<file path="config.mk">
export PLATFORM = sky130hd
export DESIGN_NAME = rcs_out_queue
export DESIGN_NICKNAME = d
export VERILOG_FILES = /design/src/rtl/assert_macros.svh /design/src/rtl/rcs_pkg.sv /design/src/rtl/rcs_out_queue.sv
export SDC_FILE = /design/constraint.sdc
export NUM_CORES = 1
export LEC_CHECK = 0
export BUFFER_PORTS_ARGS = -buffer_cell sky130_fd_sc_hd__clkbuf_2
export CAP_MARGIN = 0
export CORE_MARGIN = 2
export CORE_UTILIZATION = 48
export DETAILED_ROUTE_END_ITERATION = 12
export PLACE_DENSITY = 0.65
export SETUP_SLACK_MARGIN = 0.3
export SYNTH_ARGS = -nofsm -noshare
export SYNTH_HDL_FRONTEND = slang
export SYNTH_SLANG_ARGS = --single-unit
export TNS_END_PERCENT = 50
</file>
<file path="constraint.sdc">
create_clock -name clk -period 5.07 [get_ports clk]
set_clock_uncertainty 0.15 [all_clocks]
set_input_delay 0.7605 -clock clk [delete_from_list [all_inputs] [get_ports clk]]
set_output_delay 0.7605 -clock clk [all_outputs]
set_load 0.005 [all_outputs]
</file>
<file path="src/rtl/assert_macros.svh">
// Assertion macros of the convolution block, used by its top level.
`ifndef ASSERT_MACROS_SVH
`define ASSERT_MACROS_SVH

`ifndef SYNTH

// Consequent must hold in the same cycle as the antecedent.
`define RCS_ASSERT_NOW(label, clk, rst_n, ante, cons, msg) \
	label: assert property (@(posedge clk) disable iff (!rst_n) (ante) |-> (cons)) \
		else $error(msg);

// Consequent must hold in the cycle after the antecedent.
`define RCS_ASSERT_NEXT(label, clk, rst_n, ante, cons, msg) \
	label: assert property (@(posedge clk) disable iff (!rst_n) (ante) |=> (cons)) \
		else $error(msg);

`else

`define RCS_ASSERT_NOW(label, clk, rst_n, ante, cons, msg)
`define RCS_ASSERT_NEXT(label, clk, rst_n, ante, cons, msg)

`endif

`endif

</file>
<file path="src/rtl/rcs_pkg.sv">
// Shared types and constants of the 3x3 RGB convolution block.
package rcs_pkg;

	// one RGB pixel, red in the top byte
	typedef struct packed {
		logic [7:0] red;
		logic [7:0] green;
		logic [7:0] blue;
	} pixel_t;

	// control of one beat between pipeline stages
	typedef struct packed {
		logic valid;
		logic emit;
	} stage_ctl_t;

	// result beats still inside the filter pipeline
	typedef struct packed {
		logic emit_s2;
		logic emit_s3;
	} filt_status_t;

	// configuration register file
	localparam int CFG_IDX_W    = 2;
	localparam int CFG_DATA_W   = 13;
	localparam int MODE_W       = 2;
	localparam int WIDTH_REG_W  = 11;
	localparam int HEIGHT_REG_W = 13;

	localparam logic [CFG_IDX_W-1:0] REG_FILTER_MODE  = 2'd0;
	localparam logic [CFG_IDX_W-1:0] REG_IMAGE_WIDTH  = 2'd1;
	localparam logic [CFG_IDX_W-1:0] REG_IMAGE_HEIGHT = 2'd2;

	localparam logic [MODE_W-1:0]       MODE_SHARPEN       = 2'd1;
	localparam logic [MODE_W-1:0]       MODE_RESET         = 2'd0;
	localparam logic [WIDTH_REG_W-1:0]  IMAGE_WIDTH_RESET  = 11'd640;
	localparam logic [HEIGHT_REG_W-1:0] IMAGE_HEIGHT_RESET = 13'd480;

	// smallest frame side, and the lag of the window's first column and line behind the newest pixel
	localparam int MIN_DIM = 3;
	localparam int WIN_LAG = 2;

	// output queue
	localparam int OQ_DEPTH = 8;
	localparam int OQ_AW    = $clog2(OQ_DEPTH);
	localparam int OQ_CNT_W = $clog2(OQ_DEPTH + 1);

endpackage

</file>
<file path="src/rtl/rcs_out_queue.sv">
// Output queue of result beats, decoupling the pipeline from the receiver.
module rcs_out_queue #(
	parameter int DW = 46
) (
	input  logic                         clk,
	input  logic                         arst_n,
	input  logic                         push,
	input  logic [DW-1:0]                push_data,
	input  logic                         pop,
	output logic [DW-1:0]                pop_data,
	output logic                         not_empty,
	output logic [rcs_pkg::OQ_CNT_W-1:0] count
);

	import rcs_pkg::*;

	logic [DW-1:0]    q_mem [OQ_DEPTH];
	logic [OQ_AW-1:0] wr_ptr_q, rd_ptr_q;
	logic [OQ_CNT_W-1:0] count_q;

	// storage
	always_ff @(posedge clk) begin
		if (push) begin
			q_mem[wr_ptr_q] <= push_data;
		end
	end

	// pointers and fill level
	always_ff @(posedge clk or negedge arst_n) begin
		if (!arst_n) begin
			wr_ptr_q <= '0;
			rd_ptr_q <= '0;
			count_q  <= '0;
		end else begin
			if (push) begin
				wr_ptr_q <= wr_ptr_q + 1'b1;
			end
			if (pop) begin
				rd_ptr_q <= rd_ptr_q + 1'b1;
			end
			count_q <= count_q + OQ_CNT_W'(push) - OQ_CNT_W'(pop);
		end
	end

	assign pop_data  = q_mem[rd_ptr_q];
	assign not_empty = (count_q != '0);
	assign count     = count_q;

endmodule

</file>
Yosys cells after proc, flatten, opt, wreduce, memory -nomap -nowiden
Memory sizes are Yosys's and may differ from the RTL's.
Cells that the tools add are included.
Storage, ports and cells
  register bits: 10
  memory bits (writable): 368
  input port bits: 50
  output and inout bits: 51
  logic and storage cells: 11
  memories: 1
Memories
  q_mem: depth 8, width 46, rd ports 1, clocked after memory_dff 0, write ports 1, RTL line rcs_out_queue.sv:17  | logic [DW-1:0] q_mem [OQ_DEPTH];
Operators by class
  add/sub/neg operators: 4
  mux-type cells: 2
  reduce and logical (&&, ||, !) cells: 1
Operator list (number)
  adder 3 x 1 -> 3 bit, second input constant: 2
  adder 4 x 1 -> 4 bit: 1
  nonzero test 4 bit: 1
  subtractor 4 x 1 -> 4 bit: 1
  2-to-1 mux 1 bit: 2

Longest topological paths before layout
Gate-level depths: netlist (run 1).
  depth after elaboration: 2
  gate-level depth with buffers: 7
  mapped depth without buffers: 7

Worst setup path before layout (run 1)
No wires, ideal clock.
  path kind: input-to-reg
  from: in push
  to: mem q_mem[0][0] (enable)
  setup time: 506 ps
  arrival: 3999 ps
  data required time: 4414 ps
  setup slack: 415 ps
  stages on the path: 2
  cells stage by stage: nand2b_1 > nor3_1
Between the ends
  cells in the longest elaborated chain, start to end: 2
RTL lines
  start: declaration: RTL line rcs_out_queue.sv:7  | input logic push,
  2-to-1 mux 1 bit: RTL line rcs_out_queue.sv:23  | if (push) begin
  2-to-1 mux 1 bit (not written as such): RTL line rcs_out_queue.sv:24  | q_mem[wr_ptr_q] <= push_data;
  end: declaration: RTL line rcs_out_queue.sv:17
Every way passes these cells.

Final worst setup path (run 1)
  from: reg rd_ptr_q[2]
  to: out pop_data[16]
Between the ends
  cells in the longest elaborated chain, start to end: 1
RTL lines
  start: declaration: RTL line rcs_out_queue.sv:18  | logic [OQ_AW-1:0] wr_ptr_q, rd_ptr_q;
  start signal: assignment: RTL line rcs_out_queue.sv:39  | rd_ptr_q <= rd_ptr_q + 1'b1;
  memory read (8 x 46 bit)
  end: declaration: RTL line rcs_out_queue.sv:10  | output logic [DW-1:0] pop_data,
Every way passes these cells.

==> flow_summary.ini, run 1 <==
[run_status]
status = complete, no violations

[critical_path]
r2r_cells = 3
required_ns = 4.16
slowest_stage = dfrtp_4
timing.rr.start = wr_ptr_q[1]
critPathLaunchType = register
crit_chain = buf_4 > mux4_2 > mux2_2 > clkbuf_2
r2r_slack_ns = 2.62
critical_path.max_fanout = 73
cpPeakStageDelay_ns = 1.17
cp-end-kind = output pin
cp.arrival_ns = 2.92
crit_type = register to output pin
r2r-end = q_mem[5][31]

[place]
dp_cells = 1063
port_buffers = 100
dp_hpwl_um = 15140
routabilityCongestion = 0.6926

[route]
drc_errors = 0
ant_nets = 0
num_vias = 6288
routedWlPerCell_um = 24.10
drt_iter0_drc = 488
viasPerCell = 5.540
wl_um = 27350
drt_first_pass_iters = 4

[synth]
synth_fa_ha_area_share_pct = 0.7498
ys_types = 21
ys.warnings.count = 0
synth_cells = 583
synth_top_family_by_area = multiplexers
synth-edff-count = 368
synth_nets = 641
synthSimpleGateAreaFrac_pct = 0.4970
synthTopCellsByArea = edfxtp_1 77%, mux4_2 14%, mux2_2 3.8%
synth_top_area_cell = edfxtp_1
synth_compound_area_share_pct = 0.08719
yosysSeqAreaShare_pct = 78.75
synth_seq_cells = 378
synthArstFlopShare_pct = 2.646
netlist.area_leader.share_pct = 77.01
avgSynthCellArea_um2 = 24.61
synth_mux_area_share_pct = 18.21
synth_xor_area_share_pct = 0.3662
netlist_area_um2 = 14350
synth_top_flop_cell = edfxtp_1

[die]
num_rows = 63
dieArea_um2 = 31300
start_util_pct = 48.55
die_width_um = 176.9
coreArea_um2 = 29560
ioPinCount = 101
die_height_um = 176.9

[cts]
cts_resized = 0
clockBufferDepth = 3
clk_latency_ns = 0.51
ctsHtreeMaxLevel = 2
clkSinkCount = 378
cts_tree = done
root_buffer = clkbuf_16
clk_pin_slew_worst_paths_ns = 0.06
cts_buffers = 39

[sta]
finalCriticalPeriod_ns = 3.834
rsz0062_at_grt = no
finalCritPeriodShare_pct = 75.62
max_freq_mhz = 260.8
worst_slew_pin_slew_ns = 1.117
slew_viol_final = 0
holdWs_ns = 0.3634
relSlewSlack_pct = 25.57
fin_setup_tns_ns = 0
setup_viol = 0
hold_viol = 0

[finish]
final_cell_mix = 368 x edfxtp_1, 100 x clkbuf_2, 92 x mux4_2
fin_nets = 773
final_cells = 1135
fin_util_pct = 55.99
final_common_cell = edfxtp_1
syn_to_final_growth_pct = 15.34
layout-drive-gt1-share_pct = 42.88

[grt]
grtUsageMet3_pct = 3.930
grt_pass1_vias = 6989
grt_pass1_wl_um = 41750
gr-usage-met2_pct = 31.51
grt_start_max_net_pins = 74
antenna_found_initial = 1
overflow = 0
grtUsageMet1_pct = 23.62
gr-usage-all-layers_pct = 18.21
top_usage_layer = met2

[min_path]
holdPathEnd = q_mem[3][1]
min_from = push_data[1]
hold_depth = 1
hp-class = input pin to register

[flow_run]
maxCapViolations = 0

[power]
leakagePower_nw = 5.465
powerDensity_nw_per_um2 = 570.0
ir_drop_uv = 310.1
where the power goes:
group / total (mW) / internal, mW / switching, mW / leakage [nW]
clock: 2.61 / 1.51 / 1.11 / 0.579
sequential: 4.32 / 3.94 / 0.387 / 3.46
combinational: 2.50 / 1.38 / 1.12 / 1.43
total: 9.43 / 6.82 / 2.61 / 5.47
metal layers:
metal / vias up / share of wire (%)
met5: - / 0
met4: 0 / 1.7
met3: 37 / 5.8
met2: 156 / 52
met1: 3359 / 40
li1: 2736 / -
state kept, by name (all words and copies together), names as in the netlist:
register and cells:
wr_ptr_q 3, count 4, rd_ptr_q 3, q_mem 368
worst max-delay path by stage:
stage	depth (start not counted)	end	slack, ns	from
after floorplan	2	q_mem[0][0]	0.41	push
after global placement	4	pop_data[24]	1.81	rd_ptr_q[2]
after detailed placement	4	pop_data[16]	1.75	rd_ptr_q[2]
after CTS	4	pop_data[16]	1.20	rd_ptr_q[2]
after global routing	4	pop_data[16]	1.11	rd_ptr_q[2]
final	4	pop_data[16]	1.24	rd_ptr_q[2]
cell families (layout without fill, tap and decap cells):
| logic type | after synthesis | after routing |
|---|---|---|
| AOI/OAI and AO/OA | 2 | 2 |
| xor gates and xnor gates | 6 | 6 |
| adders and majority gates | 8 | 8 |
| buffers and inverters | 33 | 194 |
| DFF | 378 | 378 |
| muxes | 140 | 140 |
| other | 0 | 1 |
| and+or+nand+nor | 16 | 16 |
cell type report:
class,instances,area [um^2]
diodes,1,2.502
flip-flops and latches,378,11310
inverters,8,30.03
clock inverters,17,123.9
well taps,390,488.0
repair buffers,116,635.6
clock buffers,53,1050
multi-input cells,172,2912
fillers,2193,13010
what timing repair did:
item,CTS,global route
hold buffers,1,0
endpoints found under the hold margin,10,0
setup buffers,0,0
setup endpoints to repair,0,0
stage by stage:
| stage | power, mW | instance area (um^2) | worst slack (ns) |
|---|---|---|---|
| final | 9.434 | 16550 | 1.236 |
| after global routing | 9.895 | 16550 | 1.109 |
| after CTS | 9.583 | 16550 | 1.201 |
| after detailed placement | 6.961 | 15360 | 1.755 |
| after global placement | 6.866 | 15360 | 1.812 |
| after floorplan | 6.010 | 14350 | 0.4148 |
worst max-delay path: cells and delay by family, from the launching register on:
kind	cells	cell delay (ns)
flops	1	1.17
mux	2	0.65
buf+inv	2	0.56
cells in the mapped netlist (2+ instances only):
master    count
ha_1          7
clkbuf_1      6
nor3_1        2
nand2_1       4
edfxtp_1    368
inv_1         8
mux4_2       92
xnor2_1       3
nor2_1        6
mux2_2       48
xor2_1        3
dfrtp_1      10
buf_6         7
nand2b_1      3
buf_2        10
Power figures use the tool's default switching activity.
==> run 2, diff against run 1 <==
--- a/config.mk
+++ b/config.mk
@@ -5,12 +5,13 @@
 export SDC_FILE = /design/constraint.sdc
 export NUM_CORES = 1
 export LEC_CHECK = 0
+export ABC_AREA = 1
 export BUFFER_PORTS_ARGS = -buffer_cell sky130_fd_sc_hd__clkbuf_2
 export CAP_MARGIN = 0
 export CORE_MARGIN = 2
 export CORE_UTILIZATION = 48
 export DETAILED_ROUTE_END_ITERATION = 12
-export PLACE_DENSITY = 0.65
+export PLACE_DENSITY = 0.64
 export SETUP_SLACK_MARGIN = 0.3
 export SYNTH_ARGS = -nofsm -noshare
 export SYNTH_HDL_FRONTEND = slang
==> constraint.sdc (replaced) <==
create_clock -name clk -period 3.9 [get_ports clk]
set_clock_uncertainty 0.15 [all_clocks]
set_input_delay 0.585 -clock clk [delete_from_list [all_inputs] [get_ports clk]]
set_output_delay 0.585 -clock clk [all_outputs]
set_load 0.005 [all_outputs]
==> flow_summary.ini, run 2 <==
[route]
drt_iter0_drc = 728
viasPerCell = 4.748
wl_um = 34860
num_vias = 10592
routedWlPerCell_um = 15.63
drc_errors = 0
drt_first_pass_iters = 7
ant_nets = 0

[synth]
synth-edff-count = 368
synth_nets = 1712
yosysMostFrequentCell = nand2_1
ys.warnings.count = 0
ys_types = 20
synth_top_area_cell = edfxtp_1
synth_commonest_cells = 610 x nand2_1, 383 x inv_1, 368 x edfxtp_1
yosysSeqAreaShare_pct = 67.94
synthArstFlopShare_pct = 2.646
netlist_area_um2 = 16630
synth_top_flop_cell = edfxtp_1
avgSynthCellArea_um2 = 10.06
synth_seq_cells = 378
netlist.area_leader.share_pct = 66.43
synth_cells = 1654
synthTopCellsByArea = edfxtp_1 66%, nand2_1 14%, inv_1 8.6%

[sta]
rsz0062_at_grt = no
slew_viol_final = 0
max_freq_mhz = 308.6
hold_viol = 0
relSlewSlack_pct = 18.37
finalCritPeriodShare_pct = 83.08
setup_viol = 0
fin_setup_tns_ns = 0
finalCriticalPeriod_ns = 3.240
worst_slew_pin_slew_ns = 1.224

[place]
port_buffers = 100
dp_hpwl_um = 18080
routabilityCongestion = 0.7266
placed_area_um2 = 17580

[finish]
syn_to_final_growth_pct = 12.74
fin_nets = 1804
layout-drive-gt1-share_pct = 10.14
final_area_um2 = 18750
final_common_cell = nand2_1
largest-register = q_mem
final_cell_mix = 610 x nand2_1, 382 x inv_1, 368 x edfxtp_1
n_fill_cell = 2968
largest_reg_flops = 368

[critical_path]
cp-end-kind = output pin
cp.arrival_ns = 2.51
crit_type = register to output pin
critical_path.max_fanout = 93
required_ns = 3.16
critPathLaunchType = register

[cts]
clkSinkCount = 378
clockBufferDepth = 3
ctsHtreeMaxLevel = 2
cts_buffers = 40
cts_resized = 0
cts_tree = done
clk_latency_ns = 0.51
root_buffer = clkbuf_16
postCtsSetupRepairBufs = 0
clk_pin_slew_worst_paths_ns = 0.06

[grt]
grtUsageMet1_pct = 26.23
overflow = 0
gr-usage-all-layers_pct = 19.61
grt_start_max_net_pins = 187
antenna_found_initial = 1
gr-usage-met2_pct = 33.73
top_usage_layer = met2
grt_pass1_vias = 10186
grt_pass1_wl_um = 54760
grtUsageMet3_pct = 3.505

[die]
start_util_pct = 48.39
ioPinCount = 101
die_height_um = 190.2
coreArea_um2 = 34370
dieArea_um2 = 36160
die_width_um = 190.2
num_rows = 68

[power]
leakagePower_nw = 8.712
powerDensity_nw_per_um2 = 690.9
ir_drop_uv = 604.5

[run_status]
status = complete, no violations

[flow_run]
maxCapViolations = 0

[min_path]
hp-class = input pin to register
==> run 2: cell types whose count changed in the layout (fill, tap and decap cells not counted), moves of 5 or more <==
| cell | previous run | this run |
|---|---|---|
| inv_1 | 8 | 382 |
| nand2_1 | 4 | 610 |
| clkinv_2 | 9 | 4 |
| mux2_2 | 48 | 0 |
| buf_12 | 1 | 10 |
| mux4_2 | 92 | 0 |
| buf_4 | 14 | 9 |
| nand3_1 | 1 | 186 |
==> run 2: what timing repair did <==
| item | in CTS | in global routing |
|---|---|---|
| endpoints found under the hold margin | 10 | 0 |
| setup endpoints to repair | 0 | 0 |
| hold buffers | 1 | 0 |
==> run 2: worst max-delay path, cell delays in order, from the launching register on <==
cell	delay, ns
dfrtp_4	0.41
buf_4	0.93
nand3_1	0.20
nand2_1	0.12
nand2_1	0.05
nand2_1	0.14
clkbuf_2	0.12
==> run 2: stage by stage <==
stage               setup WS [ns]  std cells  hold WS, ns  utilization (%)  power [mW]
floorplan                  0.4321       1654       0.1394                -       8.249
finish                     0.6599       2231       0.1920            54.56       12.96
global route               0.4830       2230       0.1879            54.55       13.85
CTS                        0.6699       2230       0.1707            54.55       13.13
detailed placement          1.203       2158       0.3442            51.14       9.716
global placement            1.208       2158       0.3339            51.14       9.635
==> run 2: path summary, 6_finish.rpt <==
check,start,to,slack [ns],depth (start not counted)
hold reg to reg,wr_ptr_q[0],wr_ptr_q[0],0.40,2
setup / recovery,rd_ptr_q[1],pop_data[10],0.66,6
min in group asynchronous,arst_n,wr_ptr_q[2],0.34,2
max in group asynchronous,arst_n,rd_ptr_q[1],2.98,2
hold / removal,push_data[11],q_mem[4][11],0.19,1
setup reg to reg,wr_ptr_q[0],q_mem[0][36],1.69,3
==> run 2: cells by family after synthesis <==
kind of cell    synth area share [%]
buf+inv                        11.49
compound gates               0.09023
xor+xnor                      0.2632
flops                          67.94
fa+ha+maj                     0.6468
simple gates                   19.58
==> run 2: power breakdown <==
group | switching, mW | internal [mW]
Sequential | 0.114 | 4.94
Combinational | 3.07 | 1.44
Clock | 1.43 | 1.97
Total | 4.61 | 8.35
==> run 2: area by class of cell <==
type,instances,area (um^2),area share [%]
Sequential cell,378,11310,60.30
Multi-Input combinational cell,821,3483,18.57
Inverter,385,1449,7.726
Clock buffer,60,1117,5.958
Timing Repair Buffer,120,778.2,4.150
Tap cell,455,569.3,3.036
Clock inverter,11,45.04,0.2402
Antenna cell,1,2.502,0.01334
==> run 2: metal layers <==
| layer | wire [um] | up-vias | share of wire [%] |
|---|---|---|---|
| li1 | - | 5313 | - |
| met1 | 15560 | 5032 | 45 |
| met2 | 17010 | 202 | 49 |
| met3 | 1764 | 45 | 5.1 |
| met4 | 524 | 0 | 1.5 |
| met5 | 0 | - | 0 |
