$ cat config.mk
export PLATFORM = sky130hd
export DESIGN_NAME = rcs_filter
export DESIGN_NICKNAME = d
export VERILOG_FILES = /design/src/rtl/assert_macros.svh /design/src/rtl/rcs_pkg.sv /design/src/rtl/rcs_filter.sv
export SDC_FILE = /design/constraint.sdc
export NUM_CORES = 1
export LEC_CHECK = 0
export ABC_CLOCK_PERIOD_IN_PS = 5500
export BUFFER_PORTS_ARGS = -buffer_cell sky130_fd_sc_hd__buf_2
export CAP_MARGIN = 10
export CORE_ASPECT_RATIO = 1.25
export CORE_MARGIN = 2
export CORE_UTILIZATION = 56
export DETAILED_ROUTE_END_ITERATION = 8
export PLACE_DENSITY = 0.84
export SETUP_SLACK_MARGIN = 0.15
export SYNTH_ARGS = -nofsm -noshare
export SYNTH_HDL_FRONTEND = slang
export SYNTH_SLANG_ARGS = --single-unit
$ cat constraint.sdc
create_clock -name clk -period 5.5 [get_ports clk]
set_input_delay 1.1 -clock clk [delete_from_list [all_inputs] [get_ports clk]]
set_output_delay 1.1 -clock clk [all_outputs]
set_load 0.05 [all_outputs]
$ cat src/rtl/assert_macros.svh
// Assertion macros of the convolution block, used by its top level.
`ifndef ASSERT_MACROS_SVH
`define ASSERT_MACROS_SVH

`ifndef SYNTH

// Consequent must hold in the same cycle as the antecedent.
`define RCS_ASSERT_NOW(label, clk, rst_n, ante, cons, msg) \
	label: assert property (@(posedge clk) disable iff (!rst_n) (ante) |-> (cons)) \
		else $error(msg);

// Consequent must hold in the cycle after the antecedent.
`define RCS_ASSERT_NEXT(label, clk, rst_n, ante, cons, msg) \
	label: assert property (@(posedge clk) disable iff (!rst_n) (ante) |=> (cons)) \
		else $error(msg);

`else

`define RCS_ASSERT_NOW(label, clk, rst_n, ante, cons, msg)
`define RCS_ASSERT_NEXT(label, clk, rst_n, ante, cons, msg)

`endif

`endif

$ cat src/rtl/rcs_pkg.sv
// Shared types and constants of the 3x3 RGB convolution block.
package rcs_pkg;

	// one RGB pixel, red in the top byte
	typedef struct packed {
		logic [7:0] red;
		logic [7:0] green;
		logic [7:0] blue;
	} pixel_t;

	// control of one beat between pipeline stages
	typedef struct packed {
		logic valid;
		logic emit;
	} stage_ctl_t;

	// result beats still inside the filter pipeline
	typedef struct packed {
		logic emit_s2;
		logic emit_s3;
	} filt_status_t;

	// configuration register file
	localparam int CFG_IDX_W    = 2;
	localparam int CFG_DATA_W   = 13;
	localparam int MODE_W       = 2;
	localparam int WIDTH_REG_W  = 11;
	localparam int HEIGHT_REG_W = 13;

	localparam logic [CFG_IDX_W-1:0] REG_FILTER_MODE  = 2'd0;
	localparam logic [CFG_IDX_W-1:0] REG_IMAGE_WIDTH  = 2'd1;
	localparam logic [CFG_IDX_W-1:0] REG_IMAGE_HEIGHT = 2'd2;

	localparam logic [MODE_W-1:0]       MODE_SHARPEN       = 2'd1;
	localparam logic [MODE_W-1:0]       MODE_RESET         = 2'd0;
	localparam logic [WIDTH_REG_W-1:0]  IMAGE_WIDTH_RESET  = 11'd640;
	localparam logic [HEIGHT_REG_W-1:0] IMAGE_HEIGHT_RESET = 13'd480;

	// smallest frame side, and the lag of the window's first column and line behind the newest pixel
	localparam int MIN_DIM = 3;
	localparam int WIN_LAG = 2;

	// output queue
	localparam int OQ_DEPTH = 8;
	localparam int OQ_AW    = $clog2(OQ_DEPTH);
	localparam int OQ_CNT_W = $clog2(OQ_DEPTH + 1);

endpackage

$ cat src/rtl/rcs_filter.sv
// 3x3 window, kernel sums and per-channel saturation.
module rcs_filter #(
	parameter int CW = 10,
	parameter int LW = 12
) (
	input  logic                  clk,
	input  logic                  arst_n,
	input  rcs_pkg::stage_ctl_t   col_ctl,
	input  rcs_pkg::pixel_t       col_up,
	input  rcs_pkg::pixel_t       col_mid,
	input  rcs_pkg::pixel_t       col_px,
	input  logic [CW-1:0]         col_dx,
	input  logic [LW-1:0]         col_dy,
	input  logic                  sharpen,
	output logic                  res_valid,
	output rcs_pkg::pixel_t       res_pix,
	output logic [CW-1:0]         res_dx,
	output logic [LW-1:0]         res_dy,
	output rcs_pkg::filt_status_t status
);

	import rcs_pkg::*;

	localparam int SUM_W = 14;

	// kernel sum of one channel; taps in row-major order, centre at 4
	function automatic logic signed [SUM_W-1:0] kernel_sum(input logic [8:0][7:0] t,
		input logic shp);
		logic [9:0]       corner;
		logic [9:0]       edge_sum;
		logic [SUM_W-1:0] acc;
		corner   = 10'(t[0]) + 10'(t[2]) + 10'(t[6]) + 10'(t[8]);
		edge_sum = 10'(t[1]) + 10'(t[3]) + 10'(t[5]) + 10'(t[7]);
		if (shp) begin
			acc = {3'b0, t[4], 3'b0} + {6'b0, t[4]} - SUM_W'(corner) - SUM_W'(edge_sum);
		end else begin
			acc = SUM_W'(corner) + {3'b0, edge_sum, 1'b0} + {4'b0, t[4], 2'b0};
		end
		return $signed(acc);
	endfunction

	// scale, take magnitude and clip to a byte
	function automatic logic [7:0] sat_chan(input logic signed [SUM_W-1:0] s,
		input logic shp);
		logic [SUM_W-1:0] mag;
		mag = s[SUM_W-1] ? SUM_W'(-s) : SUM_W'(s);
		if (!shp) begin
			mag = mag >> 4;
		end
		return (mag > SUM_W'(255)) ? 8'hFF : mag[7:0];
	endfunction

	pixel_t win_q [3][3];
	logic             emit_s2, emit_s3;
	logic [CW-1:0]    dx_s2, dx_s3;
	logic [LW-1:0]    dy_s2, dy_s3;
	logic [8:0][7:0]  tap_r, tap_g, tap_b;
	logic signed [SUM_W-1:0] sum_r_s3, sum_g_s3, sum_b_s3;

	// window shift: oldest column on the left, new column enters on the right
	always_ff @(posedge clk) begin
		if (col_ctl.valid) begin
			win_q[0][0] <= win_q[0][1];
			win_q[0][1] <= win_q[0][2];
			win_q[0][2] <= col_up;
			win_q[1][0] <= win_q[1][1];
			win_q[1][1] <= win_q[1][2];
			win_q[1][2] <= col_mid;
			win_q[2][0] <= win_q[2][1];
			win_q[2][1] <= win_q[2][2];
			win_q[2][2] <= col_px;
			dx_s2 <= col_dx;
			dy_s2 <= col_dy;
		end
	end

	// flatten the window per channel
	for (genvar r = 0; r < 3; r++) begin : g_row
		for (genvar c = 0; c < 3; c++) begin : g_col
			assign tap_r[r*3+c] = win_q[r][c].red;
			assign tap_g[r*3+c] = win_q[r][c].green;
			assign tap_b[r*3+c] = win_q[r][c].blue;
		end
	end

	// stage 3: registered kernel sums
	always_ff @(posedge clk) begin
		if (emit_s2) begin
			sum_r_s3 <= kernel_sum(tap_r, sharpen);
			sum_g_s3 <= kernel_sum(tap_g, sharpen);
			sum_b_s3 <= kernel_sum(tap_b, sharpen);
			dx_s3    <= dx_s2;
			dy_s3    <= dy_s2;
		end
	end

	// stage control
	always_ff @(posedge clk or negedge arst_n) begin
		if (!arst_n) begin
			emit_s2 <= 1'b0;
			emit_s3 <= 1'b0;
		end else begin
			emit_s2 <= col_ctl.valid & col_ctl.emit;
			emit_s3 <= emit_s2;
		end
	end

	// saturation into the result beat
	assign res_valid     = emit_s3;
	assign res_pix.red   = sat_chan(sum_r_s3, sharpen);
	assign res_pix.green = sat_chan(sum_g_s3, sharpen);
	assign res_pix.blue  = sat_chan(sum_b_s3, sharpen);
	assign res_dx        = dx_s3;
	assign res_dy        = dy_s3;

	assign status.emit_s2 = emit_s2;
	assign status.emit_s3 = emit_s3;

endmodule

**Yosys cells after proc, flatten, opt, wreduce, memory -nomap -nowiden**

Memories as Yosys holds them, arrays and structs flattened.
Cells that the tools add are included.
Widths: inputs -> output; s select.

- Flip-flop bits (word level): 88
- Bits in latches: 0
- Memory bits (writable): 216
- ROM bits: 0
- Input bits: 99
- Output and inout bits: 49
- Logic and storage cells: 64
- Memories kept: 1

- Add/subtract/negate cells: 36
- $mul: 0
- Div/mod/pow operators: 0
- Order comparisons: 3
- Eq/ne operators: 0
- Shifts and indexed selects: 0
- Mux-type cells: 14
- Bitwise gates (word level): 1
- Reductions and logical operators: 0

Memories:

| memory | words | width | read ports | clocked after Yosys merged registers in | write ports | line | text |
|---|---|---|---|---|---|---|---|
| win_q | 3 | 72 | 3 | 0 | 3 | rcs_filter.sv:53 | `pixel_t win_q [3][3];` |

Operators by type and width:

| operator | number |
|---|---|
| $mux 14 | 9 |
| $add 10x8->10 | 6 |
| $add 9x8->10 | 6 |
| $add 8x8->9 | 6 |
| $gt 14x8->1 const B | 3 |
| $neg 14->14 | 3 |
| $sub 13x11->14 | 3 |
| $add 12x10->13 | 3 |
| $sub 12x10->13 | 3 |
| $add 10x11->12 | 3 |
| $add 11x8->12 | 3 |
| $mux 8 | 3 |
| $mux 1 | 2 |
| $and 1x1->1 | 1 |

**Depth between registers and ports, before layout**

Gate-level depths: netlist of run 1.
An unclocked memory read counts as a cell.

- Depth in word-level cells: 7
- Mapped depth: 25
- Mapped depth without buffers: 25

**Worst setup path after synthesis of run 1**

Ideal clock, no wire load.

- Path kind: flip-flop to flip-flop
- Start: memory win_q[0][57] (netlist bit)
- End: register sum_g_s3[11], data pin
- Library setup time: 0.167 ns
- Arrival: 5.476 ns
- Data required time: 5.333 ns
- Path slack: -0.143 ns
- Stages on the path, launching flop included: 25
- Path buffers: 0
- Clock period less this slack: 5.643 ns
- Path through: edfxtp_1 -> inv_1 -> fa_1 -> inv_1 -> fa_1 -> ha_1 -> fa_1 -> a21oi_1 -> nor2_1 -> nor2_1 -> o21bai_1 -> a21oi_1 -> xnor2_1 -> inv_1 -> fa_1 -> ha_1 -> or3_1 -> o21ai_1 -> xnor2_1 -> ha_1 -> o211a_1 -> a221oi_1 -> nor2b_1 -> o311a_1 -> a211oi_1

RTL lines:

| what | line | text |
|---|---|---|
| start, declared | rcs_filter.sv:53 |  |
| end signal, assigned | rcs_filter.sv:90 | `sum_g_s3 <= kernel_sum(tap_g, sharpen);` |
| end, declared | rcs_filter.sv:58 | `logic signed [SUM_W-1:0] sum_r_s3, sum_g_s3, sum_b_s3;` |

==> metrics list, run 1 <==
* Core area: 35100 sq um
- Number of I/O port buffers: between 100 and 150
- Buffers plus inverters on the worst setup path: 4
- Clock tree synthesis inserted a total of 31 buffers.
- Routed via count divided by cell count: 5.54
- Max-cap violations: 0
- Counting flops with a built-in enable in the synthesized netlist gives 302.
- Largest net degree at the start of global routing: 153
* Transition time of the tightest slew-check pin: 0.944 ns
- Compared with the post-synthesis result, the final layout area differs by 18.9%.
- Antenna violations before repair: 2
- The detail route stage leaves a number of antenna-violating nets equal to 0.
- Once layout is done, the placed cells without fillers occupy 23500 sq um.
- Relative slew slack: 0.371
* Height of the die: between 200 and 250 um
* Number of primary I/O pins: 148
- Leaving out fill and tap cells, the most frequent cell in the layout is edfxtp_1.
- Flop and latch count out of synthesis: 304
* Number of placement rows: 77
- The share of the Yosys chip area taken by registers is 0.461.
- The number of nets in the synthesized netlist is a little over 2000.
- Clock-pin slew was measured on the worst setup and hold paths at 0.07 ns.
- After detailed routing, the number of remaining DRC violations is 0.
- In this design, the stage delay of the slowest critical-path cell is 0.52 ns.
* Clock latency reported for the late side of the worst-skew pair: 0.59 ns
* Wire length per cell after detailed routing: ~17 um
* Ratio of final minimum period to clock period: 1.05
* TritonCTS Sinks: 304
* GRT Resource Usage Total: 0.218
- Dominant register cell in the synthesized netlist: edfxtp_1
- The worst setup path is captured at a register.
* Status: complete, but fails checks
- The path class of the tightest hold or removal check is input port to async pin.
- The die is 172 um wide.
- Number of slew-limit violations in the final report: 0
- Pre-CTS setup slack: -0.275 ns
- Net count, final: 2283
* Crit Path Max Fanout: 4
- For the worst setup path, the data required time is 5.92 ns.
- Iter 0 DRT Violations: 1022
- Synth async-reset ratio: 0.00658
- Cell area after synthesis: a little under 20000 sq um
- Setup repair after global routing could not meet its margin everywhere.
* Cell count after synthesis: 1617
- Routability-driven placement finished with a final weighted congestion of about 0.85.
- The netlist uses 66 different library cells.
- The worst setup path is launched from a register.
- The first global-routing pass estimated 64600 um of wire.
* Arr. time, crit path: just over 6 ns
- Final worst path period need: 5.77 ns
- Total Die Area: 36900 sq um
- Count of vias placed by the detailed router: about 13000
- Clock root buffer master: clkbuf_16
- The number of global-route vias before repair is 13800.
- F_max: 173 MHz
* Avg Cell Area, Syn: 12.2 sq um
* First-pass detailed-route iteration total: 5
* Max clock buf depth: 3
- Violated checks: setup timing
- TritonCTS built the clock tree.
- Setup violations remaining at the end of the flow were counted as 10.
* Placed cell area: 21600 sq um
* Estimated wirelength of the detail-placed design: 28500 um
- Register-to-Register Setup Slack: -0.27 ns
- CP Class: register to register
- Among cell families on the critical path, the largest total delay comes from compound AO/OA/AOI/OAI gates.
- Initial Utilization: 0.565
* Reg2Reg Depth: 25
- Launch point of the worst path: win_q[0][57]
* Ratio of cells with drive above 1 in the final layout: 0.231
- Summed over all layers, the global routing overflow is 0.
- The clock arrives with approximately 0.020 ns of skew.
- In this run the critical register-to-register path is launched from win_q[0][57].
* Routed wire length: 41400 um
- The slowest stage of the critical path belongs to the cell fa_1.
- Number of warnings reported in the yosys synthesis log: 0
- The library cells used most frequently in the layout, excluding fill and tap cells, are edfxtp_1, inv_1, ha_1, buf_2, fa_1.
- H-tree levels: 1
- PnR worst setup slack: -0.272 ns
- The worst register-to-register path ends at sum_g_s3[11].
- Hold Violations, Final: 0
[kinds of logic (layout without fill, tap and decap cells)]
group | Yosys count | count (layout) | share of synthesized area
AO/OA/AOI/OAI | 342 | 342 | 0.114
adder cells (fa/ha/maj) | 312 | 312 | 0.250
flip-flops | 304 | 304 | 0.461
AND/OR/NAND/NOR | 269 | 269 | 0.0657
buffers and inverters | 254 | 534 | 0.0485
XOR/XNOR | 126 | 126 | 0.0557
multiplexers | 10 | 10 | 0.00537
other | 0 | 2 | 0
[synthesized netlist by cell type, drive strengths merged (3+ instances only)]
| library cell | number | share of area |
|---|---|---|
| nand3 | 16 | 0.0040 |
| mux2i | 5 | 0.0025 |
| o21ai | 86 | 0.022 |
| o31a | 6 | 0.0027 |
| nor2 | 72 | 0.014 |
| nor2b | 18 | 0.0057 |
| o41ai | 6 | 0.0027 |
| a41oi | 3 | 0.0017 |
| nor3b | 5 | 0.0019 |
| o21bai | 28 | 0.011 |
| o211ai | 9 | 0.0034 |
| mux2 | 5 | 0.0028 |
| nand2b | 11 | 0.0035 |
| xnor2 | 83 | 0.037 |
| or4 | 5 | 0.0023 |
| a21oi | 84 | 0.021 |
| or2 | 4 | 0.0013 |
| fa | 138 | 0.14 |
| nand4 | 3 | 0.00095 |
| clkbuf | 16 | 0.0030 |
| a211oi | 11 | 0.0042 |
| nor3 | 9 | 0.0023 |
| a21o | 33 | 0.013 |
| nor4 | 11 | 0.0049 |
| a221oi | 5 | 0.0031 |
| or3 | 8 | 0.0028 |
| o21a | 19 | 0.0072 |
| o211a | 5 | 0.0025 |
| o31ai | 13 | 0.0049 |
| ha | 174 | 0.11 |
| inv | 232 | 0.044 |
| a31oi | 8 | 0.0033 |
| and2 | 4 | 0.0013 |
| o2111ai | 5 | 0.0022 |
| edfxtp | 302 | 0.46 |
| nand2 | 96 | 0.018 |
| xor2 | 43 | 0.019 |
| buf | 6 | 0.0015 |
| a211o | 4 | 0.0018 |
| a2111oi | 3 | 0.0013 |
| a21boi | 5 | 0.0019 |
[repair_timing]
action,CTS,global route
endpoints found under the setup margin,18,23
resized for setup,58,87
buffers inserted,23,13
pin swaps,68,60
hold buffers,0,0
[registers in the layout, indices dropped and copies added, names as in the netlist]
name	count
win_q	216
sum_b_s3	14
sum_g_s3	14
sum_r_s3	14
dy_s2	12
res_dy	12
dx_s2	10
res_dx	10
emit_s2	1
res_valid	1
[layout make-up]
class / instances / area, sq um
Fill cell: 2419 / 11500
Multi-Input combinational cell: 1059 / 10400
Timing Repair Buffer: 244 / 1510
Antenna cell: 2 / 5.00
Tap cell: 474 / 593
Inverter: 232 / 871
Clock buffer: 35 / 791
Sequential cell: 304 / 9120
Clock inverter: 23 / 246
[worst max-delay path by stage]
stage,endpoint,slack (ns),cells after the start
after detailed placement,sum_b_s3[10],-0.28,25
after CTS,sum_g_s3[11],-0.17,24
after global routing,sum_g_s3[11],-0.51,24
after floorplan,sum_g_s3[11],0.09,24
after global placement,sum_g_s3[11],-0.07,24
final,sum_g_s3[11],-0.27,25
[through the flow]
stage               utilization  std cells  setup TNS (ns)  hold slack, ns
global placement          0.615       2277          -0.177           0.401
finish                    0.671       2373           -1.07           0.289
detailed placement        0.615       2277           -1.92           0.405
global route              0.671       2373           -4.43           0.256
CTS                       0.657       2358          -0.877           0.258
floorplan                     -       1617               0           0.400
[metal layers]
| layer | vias up | GRT usage | share of wire |
|---|---|---|---|
| li1 | 6194 | - | - |
| met5 | - | 0 | 0 |
| met4 | 0 | 0.0787 | 0.035 |
| met2 | 337 | 0.399 | 0.54 |
| met1 | 6506 | 0.257 | 0.39 |
| met3 | 119 | 0.0299 | 0.039 |
Power of run 1 is not shown: default switching activity piles up to over one toggle a cycle in this logic, so the estimate is an artifact.
==> inputs of run 2 (changes only) <==
--- a/config.mk
+++ b/config.mk
@@ -9,10 +9,11 @@
 export BUFFER_PORTS_ARGS = -buffer_cell sky130_fd_sc_hd__buf_2
 export CAP_MARGIN = 10
 export CORE_ASPECT_RATIO = 1.25
-export CORE_MARGIN = 2
-export CORE_UTILIZATION = 56
+export CORE_MARGIN = 3
+export CORE_UTILIZATION = 28
 export DETAILED_ROUTE_END_ITERATION = 8
-export PLACE_DENSITY = 0.84
+export MAX_ROUTING_LAYER = met4
+export PLACE_DENSITY = 0.51
 export SETUP_SLACK_MARGIN = 0.15
 export SYNTH_ARGS = -nofsm -noshare
 export SYNTH_HDL_FRONTEND = slang
==> metrics list, run 2 (synthesis results as in run 1) <==
- Skew final: 0.0270 ns (was 0.0202 ns)
- PnR worst setup slack: -0.0698 ns (was -0.272 ns)
- The floorplan die area is 73900 sq um (was 36900 sq um).
- Iter 0 DRT Violations: 469 (was 1022)
- Status: complete, but fails checks (unchanged)
- The worst-margin pin slew is 0.909 ns (was 0.944 ns).
- First-pass detailed-route iteration total: 5 (unchanged)
- The overall track demand over capacity in global routing came to 0.117 (was 0.218).
- Violated checks: setup timing (unchanged)
- Most frequent standard cell in the layout excluding fill and tap cells: edfxtp_1 (unchanged)
- The final period utilization was 1.01 (was 1.05).
- ANT nets after route: 0 (unchanged)
* Largest net degree at the start of global routing: 83 (was 153)
* Final cell utilization of the core: 0.351 (was 0.671)
- The area after detailed placement is 22400 sq um (was 21600 sq um).
- Commonest cells after routing, fill and taps aside: edfxtp_1, inv_1, ha_1, buf_2, fa_1 (unchanged).
- Width of the chip: 244 um (was 172 um)
* Setup TNS: -0.119 ns (was -1.07 ns)
* Final instance area: 24500 sq um (was 23500 sq um)
* Number of primary I/O pins: 148 (unchanged)
* CTS Buf Count: 36 (was 31)
- Number of remaining DRC errors: 0 (unchanged)
- The global-route wire length before repair was 68400 um (was 64600 um).
- TritonCTS Sinks: 304 (unchanged)
- The largest register by flop count was win_q (unchanged).
- Reg2Reg Depth: 25 (unchanged)
- The count of input and output buffers is 147 (unchanged).
- Number of flip-flops in the largest register: 216 (unchanged)
- Reg2reg end: sum_g_s3[11] (unchanged)
- Setup repair after global routing missed its margin: true (unchanged).
- Arr. time, crit path: 5.82 ns (was 6.20 ns)
- The depth of the CTS H-tree was 2 (was 1).
* CTS tree: built (unchanged)
- Req. time, crit path: 5.75 ns (was 5.92 ns)
* Number of slew-limit violations in the final report: 0 (unchanged)
* Max clock buf depth: 3 (unchanged)
- F_max: 180 MHz (was 173 MHz)
- Final worst path period need: 5.57 ns (was 5.77 ns)
* Net count, final: 2312 (was 2283)
* Routability-driven placement congestion ratio: 0.815 (was 0.852)
* Post-synthesis to final-layout area growth: 23.6% (was 18.9%)
* Core area: 69700 sq um (was 35100 sq um)
* Crit Path Max Fanout: 4 (unchanged)
* Number of placement rows: 108 (was 77)
- Initial Utilization: 0.284 (was 0.565)
* Ratio of cells with drive above 1 in the final layout: 0.244 (was 0.231)
- The initial antenna violation count is 4 (was 2).
* Remaining global-route overflow: 0 (unchanged)
- Register-to-Register Setup Slack: -0.07 ns (was -0.27 ns)
- Vias in the first global route: 13500 (was 13800)
- Wire length per cell after detailed routing: 14.7 um (was 17.5 um)
- Setup Viol. Count Final: 3 (was 10)
- The worst min-delay path class is input port to async pin (unchanged).
- Clock latency reported for the late side of the worst-skew pair: 0.54 ns (was 0.59 ns)
- The number of max-cap violations is 0 (unchanged).
- Start of the worst register-to-register path: win_q[0][9] (was win_q[0][57])
- The detail-routed via count per cell was 4.40 (was 5.54).
* Launching element type of the critical path: register (unchanged)
* Estimated wirelength of the detail-placed design: 32300 um (was 28500 um)
- Clock input transition at the sequential cells of the worst setup and hold paths: 0.06 ns (was 0.07 ns)
- The chip height was 303 um (was 214 um).
* Endpoint class of the critical path: register (unchanged)
- The count of endpoints failing hold in the final timing report is 0 (unchanged).
- The total routed wirelength was 42100 um (was 41400 um).
- The via count was 12600 (was 13200).
- The critical path start-end classification was register to register (unchanged).
* Clock root buffer master: clkbuf_16 (unchanged)
- The relative slew slack was 0.394 (was 0.371).
## run 2: worst max-delay path by stage
stage                 startpoint           end  slack, ns  cells after the start
floorplan           win_q[0][57]  sum_g_s3[11]       0.09                     24
global placement    win_q[0][49]  sum_b_s3[10]      -0.13                     25
detailed placement   win_q[0][1]  sum_b_s3[10]      -0.33                     25
CTS                  win_q[0][9]  sum_g_s3[11]      -0.14                     24
global route         win_q[0][9]  sum_g_s3[11]      -0.35                     25
finish               win_q[0][9]  sum_g_s3[11]      -0.07                     25
## run 2: cell type report
class                   instances  area [sq um]
diodes                          3          7.51
clock buffers                  47           962
clock inverters                18           218
fillers                      6922         45300
inverters                     232           871
multi-input cells            1059         10400
flip-flops and latches        304          9120
well taps                     935          1170
repair buffers                268          1690
## run 2: metal layers
| layer | part of all wire | vias up | global-route usage |
|---|---|---|---|
| li1 | - | 6260 | - |
| met1 | 0.44 | 6106 | 0.141 |
| met2 | 0.51 | 167 | 0.200 |
| met3 | 0.028 | 72 | 0.0192 |
| met4 | 0.026 | 0 | 0.0381 |
| met5 | 0 | - | - |
## run 2: worst max-delay path: stages, from the launching register on
cell and delay [ns]:
edfxtp_1 0.38, inv_2 0.05, fa_1 0.49, inv_1 0.05
fa_1 0.44, ha_2 0.21, fa_2 0.35, a21oi_2 0.15
nor2_1 0.06, nor2_2 0.14, o21bai_1 0.09, a21oi_2 0.16
xnor2_1 0.15, inv_1 0.08, fa_1 0.48, ha_4 0.19
or3_4 0.38, o21ai_4 0.19, xnor2_2 0.15, ha_4 0.24
o211a_1 0.13, a221oi_2 0.28, nor2b_2 0.10, buf_4 0.15
nor3_4 0.10, a211oi_2 0.08
## run 2: timing repair
action                     CTS  global route
setup endpoints to repair   19            21
buffers inserted            10            20
gates resized for setup     65            85
gates cloned                 0             0
hold buffers                 0             0
pin swaps                   66            80
## run 2: per-stage QoR
| stage | hold slack [ns] | instances | worst slack (ns) |
|---|---|---|---|
| 2_1_floorplan | 0.400 | 1617 | 0.0894 |
| 3_3_place_gp | 0.401 | 2768 | -0.134 |
| 3_5_place_dp | 0.405 | 2768 | -0.329 |
| 4_1_cts | 0.279 | 2843 | -0.136 |
| 5_1_grt | 0.285 | 2865 | -0.354 |
| 6_report | 0.327 | 2866 | -0.0698 |
Power of run 2 is left out for the same reason.
